===== src/hw/rtl/shs_pkg.sv =====
// Package for the SHA-256 stream hasher: round constants, initial hash values,
// the control and status structs between the sequencer and the compression core.
// No dependencies.
`default_nettype none
package shs_pkg;

    localparam int unsigned BlockBytes = 64;
    localparam int unsigned LenPos     = 56;
    localparam int unsigned Rounds     = 64;
    localparam int unsigned DigestWords = 8;

    localparam logic [7:0] PadByte = 8'h80;
    localparam logic [5:0] LenPosCnt = 6'(LenPos);
    localparam logic [2:0] LastIdx = 3'(DigestWords - 1);

    localparam logic [31:0] HashInit [DigestWords] = '{
        32'h6A09E667, 32'hBB67AE85, 32'h3C6EF372, 32'hA54FF53A,
        32'h510E527F, 32'h9B05688C, 32'h1F83D9AB, 32'h5BE0CD19
    };

    localparam logic [31:0] RoundK [Rounds] = '{
        32'h428a2f98, 32'h71374491, 32'hb5c0fbcf, 32'he9b5dba5,
        32'h3956c25b, 32'h59f111f1, 32'h923f82a4, 32'hab1c5ed5,
        32'hd807aa98, 32'h12835b01, 32'h243185be, 32'h550c7dc3,
        32'h72be5d74, 32'h80deb1fe, 32'h9bdc06a7, 32'hc19bf174,
        32'he49b69c1, 32'hefbe4786, 32'h0fc19dc6, 32'h240ca1cc,
        32'h2de92c6f, 32'h4a7484aa, 32'h5cb0a9dc, 32'h76f988da,
        32'h983e5152, 32'ha831c66d, 32'hb00327c8, 32'hbf597fc7,
        32'hc6e00bf3, 32'hd5a79147, 32'h06ca6351, 32'h14292967,
        32'h27b70a85, 32'h2e1b2138, 32'h4d2c6dfc, 32'h53380d13,
        32'h650a7354, 32'h766a0abb, 32'h81c2c92e, 32'h92722c85,
        32'ha2bfe8a1, 32'ha81a664b, 32'hc24b8b70, 32'hc76c51a3,
        32'hd192e819, 32'hd6990624, 32'hf40e3585, 32'h106aa070,
        32'h19a4c116, 32'h1e376c08, 32'h2748774c, 32'h34b0bcb5,
        32'h391c0cb3, 32'h4ed8aa4a, 32'h5b9cca4f, 32'h682e6ff3,
        32'h748f82ee, 32'h78a5636f, 32'h84c87814, 32'h8cc70208,
        32'h90befffa, 32'ha4506ceb, 32'hbef9a3f7, 32'hc67178f2
    };

    typedef struct packed {
        logic       shift_en;  // push one byte into the block buffer
        logic [7:0] shift_byte;
        logic       start;     // compress the buffered block
        logic       restart;   // reload the initial hash values
        logic [2:0] rd_idx;
    } t_core_ctl;

    typedef struct packed {
        logic busy;
    } t_core_stat;

endpackage
`default_nettype wire


===== src/hw/rtl/shs_if.sv =====
// Stream interfaces for the SHA-256 hasher: byte requests in, digest words out.
// No dependencies.
`default_nettype none
interface shs_in_if;
    logic       valid;
    logic       ready;
    logic [7:0] data_byte;
    logic       byte_present;
    logic       end_of_message;
    modport source (output valid, data_byte, byte_present, end_of_message, input ready);
    modport sink   (input valid, data_byte, byte_present, end_of_message, output ready);
endinterface

interface shs_out_if;
    logic        valid;
    logic        ready;
    logic [31:0] digest_word;
    logic [2:0]  word_index;
    logic        last_word;
    modport source (output valid, digest_word, word_index, last_word, input ready);
    modport sink   (input valid, digest_word, word_index, last_word, output ready);
endinterface
`default_nettype wire


===== src/hw/rtl/sha256_stream_hasher.sv =====
// SHA-256 stream hasher. Data byte requests are taken while idle; the 64th byte of a
// block starts a compression (64 rounds, then the chain fold) and the hasher waits.
// End of message shifts in the padding and length bytes (64 minus the fill, plus 64
// with an extra block), the length last, then sends 8 digest words.
// Synchronous active-low reset loads the initial hash values and clears the counts.
// Uses shs_pkg, shs_if and shs_compress.
`default_nettype none
module sha256_stream_hasher (
    input  wire logic i_clk,
    input  wire logic i_rst_n,
    shs_in_if.sink    i_in,
    shs_out_if.source o_out
);
    import shs_pkg::*;

    typedef enum logic [5:0] {
        S_IDLE  = 6'b000001,
        S_WAIT  = 6'b000010,
        S_PAD80 = 6'b000100,
        S_PADZ  = 6'b001000,
        S_PADL  = 6'b010000,
        S_OUT   = 6'b100000
    } t_state;

    t_state      r_st, n_st;
    logic [5:0]  r_fill, n_fill;
    logic [63:0] r_bits, n_bits;
    logic        r_end, n_end;   // finish pending after a full-block compress
    logic        r_pad, n_pad;   // padding in progress
    logic        r_fin, n_fin;   // length written, last compress running
    logic [2:0]  r_oidx, n_oidx;

    t_core_ctl   ctl;
    t_core_stat  stat;
    logic [31:0] word;
    logic        in_req, out_req;

    shs_compress u_core (
        .i_clk  (i_clk),
        .i_rst_n(i_rst_n),
        .i_ctl  (ctl),
        .o_stat (stat),
        .o_word (word)
    );

    assign in_req  = i_in.valid && i_in.ready;
    assign out_req = o_out.valid && o_out.ready;

    always_comb begin
        n_st   = r_st;
        n_fill = r_fill;
        n_bits = r_bits;
        n_end  = r_end;
        n_pad  = r_pad;
        n_fin  = r_fin;
        n_oidx = r_oidx;
        ctl    = '0;
        ctl.rd_idx = r_oidx;
        case (r_st)
            S_IDLE: begin
                if (in_req) begin
                    if (i_in.byte_present) begin
                        ctl.shift_en   = 1'b1;
                        ctl.shift_byte = i_in.data_byte;
                        n_fill = r_fill + 6'd1;
                        n_bits = r_bits + 64'd8;
                        if (r_fill == 6'(BlockBytes - 1)) begin
                            ctl.start = 1'b1;
                            n_end = i_in.end_of_message;
                            n_st  = S_WAIT;
                        end else if (i_in.end_of_message) begin
                            n_st = S_PAD80;
                        end
                    end else if (i_in.end_of_message) begin
                        n_st = S_PAD80;
                    end
                end
            end
            S_WAIT: begin
                if (!stat.busy) begin
                    if (r_fin) begin
                        n_st = S_OUT;
                    end else if (r_pad) begin
                        n_st = S_PADZ;
                    end else if (r_end) begin
                        n_st = S_PAD80;
                    end else begin
                        n_st = S_IDLE;
                    end
                end
            end
            S_PAD80: begin
                ctl.shift_en   = 1'b1;
                ctl.shift_byte = PadByte;
                n_fill = r_fill + 6'd1;
                n_end  = 1'b0;
                n_pad  = 1'b1;
                if (r_fill == 6'(BlockBytes - 1)) begin
                    ctl.start = 1'b1;
                    n_st = S_WAIT;
                end else begin
                    n_st = S_PADZ;
                end
            end
            S_PADZ: begin
                if (r_fill == LenPosCnt) begin
                    n_st = S_PADL;
                end else begin
                    ctl.shift_en = 1'b1;
                    n_fill = r_fill + 6'd1;
                    if (r_fill == 6'(BlockBytes - 1)) begin
                        ctl.start = 1'b1;
                        n_st = S_WAIT;
                    end
                end
            end
            S_PADL: begin
                // length goes out big-endian: top byte first, then shift up
                ctl.shift_en   = 1'b1;
                ctl.shift_byte = r_bits[63:56];
                n_bits = {r_bits[55:0], 8'h00};
                n_fill = r_fill + 6'd1;
                if (r_fill == 6'(BlockBytes - 1)) begin
                    ctl.start = 1'b1;
                    n_fin = 1'b1;
                    n_st  = S_WAIT;
                end
            end
            S_OUT: begin
                if (out_req) begin
                    n_oidx = r_oidx + 3'd1;
                    if (r_oidx == LastIdx) begin
                        ctl.restart = 1'b1;
                        n_fill = '0;
                        n_bits = '0;
                        n_pad  = 1'b0;
                        n_fin  = 1'b0;
                        n_end  = 1'b0;
                        n_st   = S_IDLE;
                    end
                end
            end
            default: n_st = S_IDLE;
        endcase
    end

    always_ff @(posedge i_clk) begin
        if (!i_rst_n) begin
            r_st   <= S_IDLE;
            r_fill <= '0;
            r_bits <= '0;
            r_end  <= 1'b0;
            r_pad  <= 1'b0;
            r_fin  <= 1'b0;
            r_oidx <= '0;
        end else begin
            r_st   <= n_st;
            r_fill <= n_fill;
            r_bits <= n_bits;
            r_end  <= n_end;
            r_pad  <= n_pad;
            r_fin  <= n_fin;
            r_oidx <= n_oidx;
        end
    end

    assign i_in.ready        = (r_st == S_IDLE);
    assign o_out.valid       = (r_st == S_OUT);
    assign o_out.digest_word = word;
    assign o_out.word_index  = r_oidx;
    assign o_out.last_word   = (r_oidx == LastIdx);

`ifndef SYNTHESIS
    a_busy_only_waiting: assert property (@(posedge i_clk) disable iff (!i_rst_n)
        stat.busy |-> (r_st == S_WAIT))
        else $error("core busy outside the wait state");
    a_digest_from_zero: assert property (@(posedge i_clk) disable iff (!i_rst_n)
        (r_st == S_WAIT && n_st == S_OUT) |-> (r_oidx == '0 && r_fill == '0))
        else $error("digest started off a block boundary");
    a_length_at_56: assert property (@(posedge i_clk) disable iff (!i_rst_n)
        (r_st == S_PADZ && n_st == S_PADL) |-> (r_fill == LenPosCnt))
        else $error("length field misplaced");
    a_restart_clears: assert property (@(posedge i_clk) disable iff (!i_rst_n)
        (out_req && o_out.last_word) |=> (r_fill == '0 && r_bits == '0 && !r_pad))
        else $error("state not restored after digest");
`endif
endmodule
`default_nettype wire


===== src/hw/rtl/shs_compress.sv =====
// SHA-256 compression core: 512-bit block buffer that doubles as the schedule
// window, one round per cycle, then a fold into the chaining words. Uses shs_pkg.
`default_nettype none
module shs_compress (
    input  wire logic              i_clk,
    input  wire logic              i_rst_n,
    input  wire shs_pkg::t_core_ctl  i_ctl,
    output      shs_pkg::t_core_stat o_stat,
    output      logic [31:0]       o_word
);
    import shs_pkg::*;

    typedef enum logic [2:0] {
        C_IDLE  = 3'b001,
        C_ROUND = 3'b010,
        C_FOLD  = 3'b100
    } t_cstate;

    t_cstate     r_st, n_st;
    logic [511:0] r_buf, n_buf;
    logic [31:0] r_h [DigestWords];
    logic [31:0] n_h [DigestWords];
    logic [31:0] r_v [DigestWords];
    logic [31:0] n_v [DigestWords];
    logic [5:0]  r_cnt, n_cnt;

    logic [31:0] w0, w1, w9, w14, w_new, sg0, sg1;
    logic [31:0] big0, big1, ch, maj, t1, t2;

    always_comb begin
        w0  = r_buf[511:480];
        w1  = r_buf[479:448];
        w9  = r_buf[223:192];
        w14 = r_buf[63:32];
        sg0 = {w1[6:0], w1[31:7]} ^ {w1[17:0], w1[31:18]} ^ (w1 >> 3);
        sg1 = {w14[16:0], w14[31:17]} ^ {w14[18:0], w14[31:19]} ^ (w14 >> 10);
        w_new = sg1 + w9 + sg0 + w0;
        big1 = {r_v[4][5:0], r_v[4][31:6]} ^ {r_v[4][10:0], r_v[4][31:11]}
             ^ {r_v[4][24:0], r_v[4][31:25]};
        ch   = r_v[6] ^ (r_v[4] & (r_v[5] ^ r_v[6]));
        t1   = r_v[7] + big1 + ch + RoundK[r_cnt] + w0;
        big0 = {r_v[0][1:0], r_v[0][31:2]} ^ {r_v[0][12:0], r_v[0][31:13]}
             ^ {r_v[0][21:0], r_v[0][31:22]};
        maj  = (r_v[0] & r_v[1]) | (r_v[2] & (r_v[0] | r_v[1]));
        t2   = big0 + maj;
    end

    always_comb begin
        n_st  = r_st;
        n_buf = r_buf;
        n_h   = r_h;
        n_v   = r_v;
        n_cnt = r_cnt;
        case (r_st)
            C_IDLE: begin
                if (i_ctl.shift_en) begin
                    n_buf = {r_buf[503:0], i_ctl.shift_byte};
                end
                if (i_ctl.restart) begin
                    n_h = HashInit;
                end
                if (i_ctl.start) begin
                    n_v   = r_h;
                    n_cnt = '0;
                    n_st  = C_ROUND;
                end
            end
            C_ROUND: begin
                n_buf = {r_buf[479:0], w_new};
                n_v[7] = r_v[6];
                n_v[6] = r_v[5];
                n_v[5] = r_v[4];
                n_v[4] = r_v[3] + t1;
                n_v[3] = r_v[2];
                n_v[2] = r_v[1];
                n_v[1] = r_v[0];
                n_v[0] = t1 + t2;
                n_cnt  = r_cnt + 6'd1;
                if (r_cnt == 6'(Rounds - 1)) begin
                    n_st = C_FOLD;
                end
            end
            C_FOLD: begin
                for (int i = 0; i < DigestWords; i++) begin
                    n_h[i] = r_h[i] + r_v[i];
                end
                n_st = C_IDLE;
            end
            default: n_st = C_IDLE;
        endcase
    end

    always_ff @(posedge i_clk) begin
        if (!i_rst_n) begin
            r_st <= C_IDLE;
            r_h  <= HashInit;
        end else begin
            r_st <= n_st;
            r_h  <= n_h;
        end
        r_buf <= n_buf;
        r_v   <= n_v;
        r_cnt <= n_cnt;
    end

    assign o_stat.busy = (r_st != C_IDLE);
    assign o_word      = r_h[i_ctl.rd_idx];

`ifndef SYNTHESIS
    a_fold_after_last_round: assert property (@(posedge i_clk) disable iff (!i_rst_n)
        (r_st == C_ROUND && r_cnt == 6'(Rounds - 1)) |=> (r_st == C_FOLD))
        else $error("fold did not follow the last round");
    a_round_count_clean: assert property (@(posedge i_clk) disable iff (!i_rst_n)
        (r_st == C_IDLE && i_ctl.start) |=> (r_st == C_ROUND && r_cnt == '0))
        else $error("compression did not start at round zero");
    a_chain_hold: assert property (@(posedge i_clk) disable iff (!i_rst_n)
        (r_st == C_ROUND) |=> $stable(r_h[0]))
        else $error("chaining word moved during rounds");
`endif
endmodule
`default_nettype wire


===== src/flat_wrapper.sv =====
// flat-port wrapper written by rule: the top's interface ports become plain ports
module sha256_stream_hasher_flat import shs_pkg::*;
  (i_clk, i_rst_n, i_in_valid, i_in_data_byte, i_in_byte_present, i_in_end_of_message, i_in_ready, o_out_valid, o_out_digest_word, o_out_word_index, o_out_last_word, o_out_ready);
  shs_in_if i_in_i ();
  shs_out_if o_out_i ();
  input  wire logic i_clk;
  input  wire logic i_rst_n;
  input wire logic [$bits(i_in_i.valid)-1:0] i_in_valid;
  input wire logic [$bits(i_in_i.data_byte)-1:0] i_in_data_byte;
  input wire logic [$bits(i_in_i.byte_present)-1:0] i_in_byte_present;
  input wire logic [$bits(i_in_i.end_of_message)-1:0] i_in_end_of_message;
  output wire logic [$bits(i_in_i.ready)-1:0] i_in_ready;
  output wire logic [$bits(o_out_i.valid)-1:0] o_out_valid;
  output wire logic [$bits(o_out_i.digest_word)-1:0] o_out_digest_word;
  output wire logic [$bits(o_out_i.word_index)-1:0] o_out_word_index;
  output wire logic [$bits(o_out_i.last_word)-1:0] o_out_last_word;
  input wire logic [$bits(o_out_i.ready)-1:0] o_out_ready;
  assign i_in_i.valid = i_in_valid;
  assign i_in_i.data_byte = i_in_data_byte;
  assign i_in_i.byte_present = i_in_byte_present;
  assign i_in_i.end_of_message = i_in_end_of_message;
  assign i_in_ready = i_in_i.ready;
  assign o_out_valid = o_out_i.valid;
  assign o_out_digest_word = o_out_i.digest_word;
  assign o_out_word_index = o_out_i.word_index;
  assign o_out_last_word = o_out_i.last_word;
  assign o_out_i.ready = o_out_ready;
  sha256_stream_hasher u_core (.i_clk(i_clk), .i_rst_n(i_rst_n), .i_in(i_in_i), .o_out(o_out_i));
endmodule

===== config.mk =====
export PLATFORM = sky130hd
export DESIGN_NAME = sha256_stream_hasher_flat
export DESIGN_NICKNAME = d
export VERILOG_FILES = /design/src/hw/rtl/shs_pkg.sv /design/src/hw/rtl/shs_if.sv /design/src/hw/rtl/sha256_stream_hasher.sv /design/src/hw/rtl/shs_compress.sv /design/src/flat_wrapper.sv
export SDC_FILE = /design/constraint.sdc
export NUM_CORES = 2
export LEC_CHECK = 0
export ABC_AREA = 1
export BUFFER_PORTS_ARGS = -buffer_cell sky130_fd_sc_hd__buf_4
export CORE_MARGIN = 5
export CORE_UTILIZATION = 35
export CTS_CLUSTER_DIAMETER = 30
export DETAILED_ROUTE_END_ITERATION = 7
export PLACE_DENSITY = 0.57
export SLEW_MARGIN = 20
export SYNTH_ARGS = -nofsm -noshare
export SYNTH_HDL_FRONTEND = slang
export SYNTH_SLANG_ARGS = --single-unit

===== constraint.sdc =====
create_clock -name i_clk -period 22.5 [get_ports i_clk]
set_clock_uncertainty 0.1 [all_clocks]
set_input_delay 2.25 -clock i_clk [delete_from_list [all_inputs] [get_ports i_clk]]
set_output_delay 2.25 -clock i_clk [all_outputs]
set_load 0.05 [all_outputs]

==> run_results.csv <==
group,metric,value,unit
timing,holdWs,349,ps
setup_path,r2r_cells,36,
outcome,outcome,"finished clean",
grt,grt_pass1_wl,505,mm
yosys,synth_fp_nets,11300,
layout,regArea,30000,um2
yosys,synth_warnings,0,
yosys,synth_edf_count,774,
yosys,synth_area_leader_cell,"edfxtp_1",
timing,setup_slack,13880,ps
min_path,hold_class,"reg -> reg",
die,core_area,230000,um2
drt,dr.pass1.iters,8,
setup_path,cp_slowest_stage_delay,660,ps
clock_network,cts_max_level,5,
yosys,synth.top_cell.area_share,28.8,%
yosys,synth_cell_type_count,70,
setup_path,startpoint,"u_core.u_core.r_cnt[0]",
drt,drc_errors,0,
yosys,seq_area_frac_synth,37.2,%
timing,worst_pin_slew,1350,ps
layout,drive_above_1_share,6.78,%
die,initial_utilization,35.1,%
yosys,avgSynthCellArea,7.53,um2
setup_path,r2r_setup_slack,13880,ps
clock_network,cts_sinks,1112,
die,die_h,490,um
die,die_w,490,um
grt,antenna_found_initial,17,
grt,grt_usage,28.0,%
layout,nets,11300,
setup_path,cp.depth,36,
yosys,yosysMostFrequentCell,"nand2_1",
clock_network,cts_buffer_depth,4,
setup_path,arrival,9150,ps
yosys,async_flop_share,0,%
timing,final.min_clock_period,8620,ps
setup_path,slowest_stage,"edfxtp_1",
drt,via_count,77100,
timing,min_period_over_period,38.3,%
yosys,synth-seq-cells,1112,
setup_path,path_max_fanout,13,
grt,grt_max_degree,204,
timing,max_slew_margin,10.3,%
die,rows,176,
yosys,syn_inst,10700,
pwr,peakVddDrop,104,uV
clock_network,cts_tree,"done",
drt,routedWlPerCell,25.0,um
clock_network,path_clk_slew,40,ps
drt,drt_iter0_drc,8236,
yosys,synthTopCellsByArea,"edfxtp_1 29%, nand2_1 14%, dfxtp_1 8.4%",
setup_path,crit_buf_inv,7,
timing,fmax,116,MHz
timing,finalSetupViolCount,0,
setup_path,cpMostUsedCell,"nand2_1",
setup_path,path_class,"reg -> reg",
placement,post-dp-hpwl,266,mm
setup_path,rr_endpoint,"u_core.u_core.r_v[250]",
clock_network,cts_resized,0,
yosys,synthFlopType,"edfxtp_1",
setup_path,end_kind,"register",
die,num_io_pins,52,
clock_network,cts_buffers,337,
grt,globalRouteOverflowTotal,0,
placement,gp_congestion,0.992,
setup_path,r2r-start,"u_core.u_core.r_cnt[0]",
placement,post-place-ws,14040,ps
setup_path,crit_family,"adder cells",
job,cap_viol_max_count,0,
drt,via_per_inst,5.50,
clock_network,hold_buffers,0,
layout,multiInputGateArea,44200,um2
clock_network,cts_setup_buffers,0,
yosys,synthesis.area,80800,um2
clock_network,clock_latency,970,ps
drt,wl,350,mm
clock_network,clockRootBuffer,"clkbuf_16",
pwr,p_leak,41.0,nW
drt,antenna_left,0,
setup_path,worstSetupStartpointType,"register",
grt,grt_pass1_vias,74000,
pwr,power_density,91.4,nW/um2
timing,rsz0062_at_grt,"false",
setup_path,cp.required,23030,ps
layout,fill_cells,23600,
die,dieArea,240000,um2
timing,maxSlewViolCount,0,
yosys,synthTopCellsByCount,"3,097 x nand2_1, 1,196 x inv_1, 991 x o21ai_0, 924 x a21oi_1, 774 x edfxtp_1",
timing,hold_viol_final,0,
timing,totalNegativeSetupSlack,0,ps
layout,area_delta_synth_final,17.6,%
placement,portBuffers,51,
setup_path,crit_path_end,"u_core.u_core.r_v[250]",
worst min path at each step:
stage | start | endpoint | slack [ps] | cells after the start
after floorplan | u_core.r_bits[9] | u_core.r_bits[9] | 350 | 2
final | u_core.u_core.r_buf[163] | u_core.u_core.r_buf[171] | 350 | 2
after global routing | u_core.u_core.r_buf[163] | u_core.u_core.r_buf[171] | 360 | 2
after detailed placement | u_core.r_end | u_core.r_end | 380 | 2
after CTS | u_core.u_core.r_buf[163] | u_core.u_core.r_buf[171] | 340 | 2
after global placement | u_core.u_core.r_h[195] | u_core.u_core.r_h[195] | 370 | 2
worst reg2reg max path, delay by kind of cell (launching register included):
family | cells | cell delay, ps
adders and majority gates | 6 | 2500
and+or+nand+nor | 15 | 2340
AOI/OAI and AO/OA | 7 | 1360
buffers and inverters | 7 | 970
DFF | 1 | 660
xor gates and xnor gates | 1 | 420
layout make-up:
cell class	count	share of cell area, %
antenna	9	0.0237
clock buffer	421	9.57
clock inverter	185	2.21
inverter	1220	4.85
multi-input combinational	7908	46.6
sequential	1112	31.6
tap	3026	3.99
timing repair buffer	137	1.15
cell families after synthesis:
| group | count (synthesis) | synth area share (%) |
|---|---|---|
| adders and majority gates | 619 | 11.3 |
| and+or+nand+nor | 4373 | 21.8 |
| buffers and inverters | 1705 | 8.13 |
| xor gates and xnor gates | 399 | 4.33 |
| DFF | 1112 | 37.2 |
| AOI/OAI and AO/OA | 2517 | 17.2 |
state kept, by name (all words and copies together), names as in the netlist:
register / flops
u_core.r_pad: 1
u_core.u_core.r_cnt: 6
u_core.r_bits: 61
u_core.r_fin: 1
u_core.r_end: 1
u_core.u_core.r_st: 3
u_core.u_core.r_h: 256
u_core.o_out.word_index: 3
u_core.u_core.r_buf: 512
u_core.u_core.r_v: 256
u_core.r_st: 6
u_core.r_fill: 6
routing by layer:
| layer | global-route usage, % | wire (um) |
|---|---|---|
| met1 | 39.2 | 155000 |
| met2 | 42.6 | 151000 |
| met3 | 4.97 | 28000 |
| met4 | 11.7 | 16500 |
| met5 | 0 | 34 |
power by group:
part           internal (mW)  switching (mW)
sequential              2.30          0.0833
clock                   3.27            1.40
combinational          0.500            1.13
total                   6.07            2.61
metrics by stage:
stage | utilization (%) | area, um2 | std cells | total power, mW
after floorplan | - | 80800 | 10700 | 3.51
after global placement | 36.4 | 83700 | 13400 | 4.01
after detailed placement | 36.4 | 83700 | 13400 | 4.00
after CTS | 41.3 | 94900 | 14000 | 8.72
after global routing | 41.3 | 94900 | 14000 | 9.03
final | 41.3 | 94900 | 14000 | 8.68
layout by cell type, fill, tap and decap left out, types with 39 or more instances in the layout:
cell / synthesis / layout
nand2_1: 3097 / 3095
inv_1: 1196 / 1192
o21ai_0: 991 / 988
a21oi_1: 924 / 922
edfxtp_1: 774 / 774
nor2_1: 588 / 588
ha_1: 404 / 404
nand3_1: 387 / 387
clkbuf_16: 0 / 339
dfxtp_1: 338 / 336
xor2_1: 216 / 216
fa_1: 195 / 195
xnor2_1: 183 / 183
buf_4: 11 / 131
o21ai_1: 95 / 98
nand4_1: 96 / 96
nor3_1: 95 / 93
o211ai_1: 85 / 85
o21bai_1: 67 / 67
a31oi_1: 66 / 66
clkinv_2: 0 / 60
clkbuf_1: 379 / 53
a21o_1: 52 / 52
o21a_1: 42 / 42
bufinv_16: 0 / 39
Power figures use the tool's default switching activity.
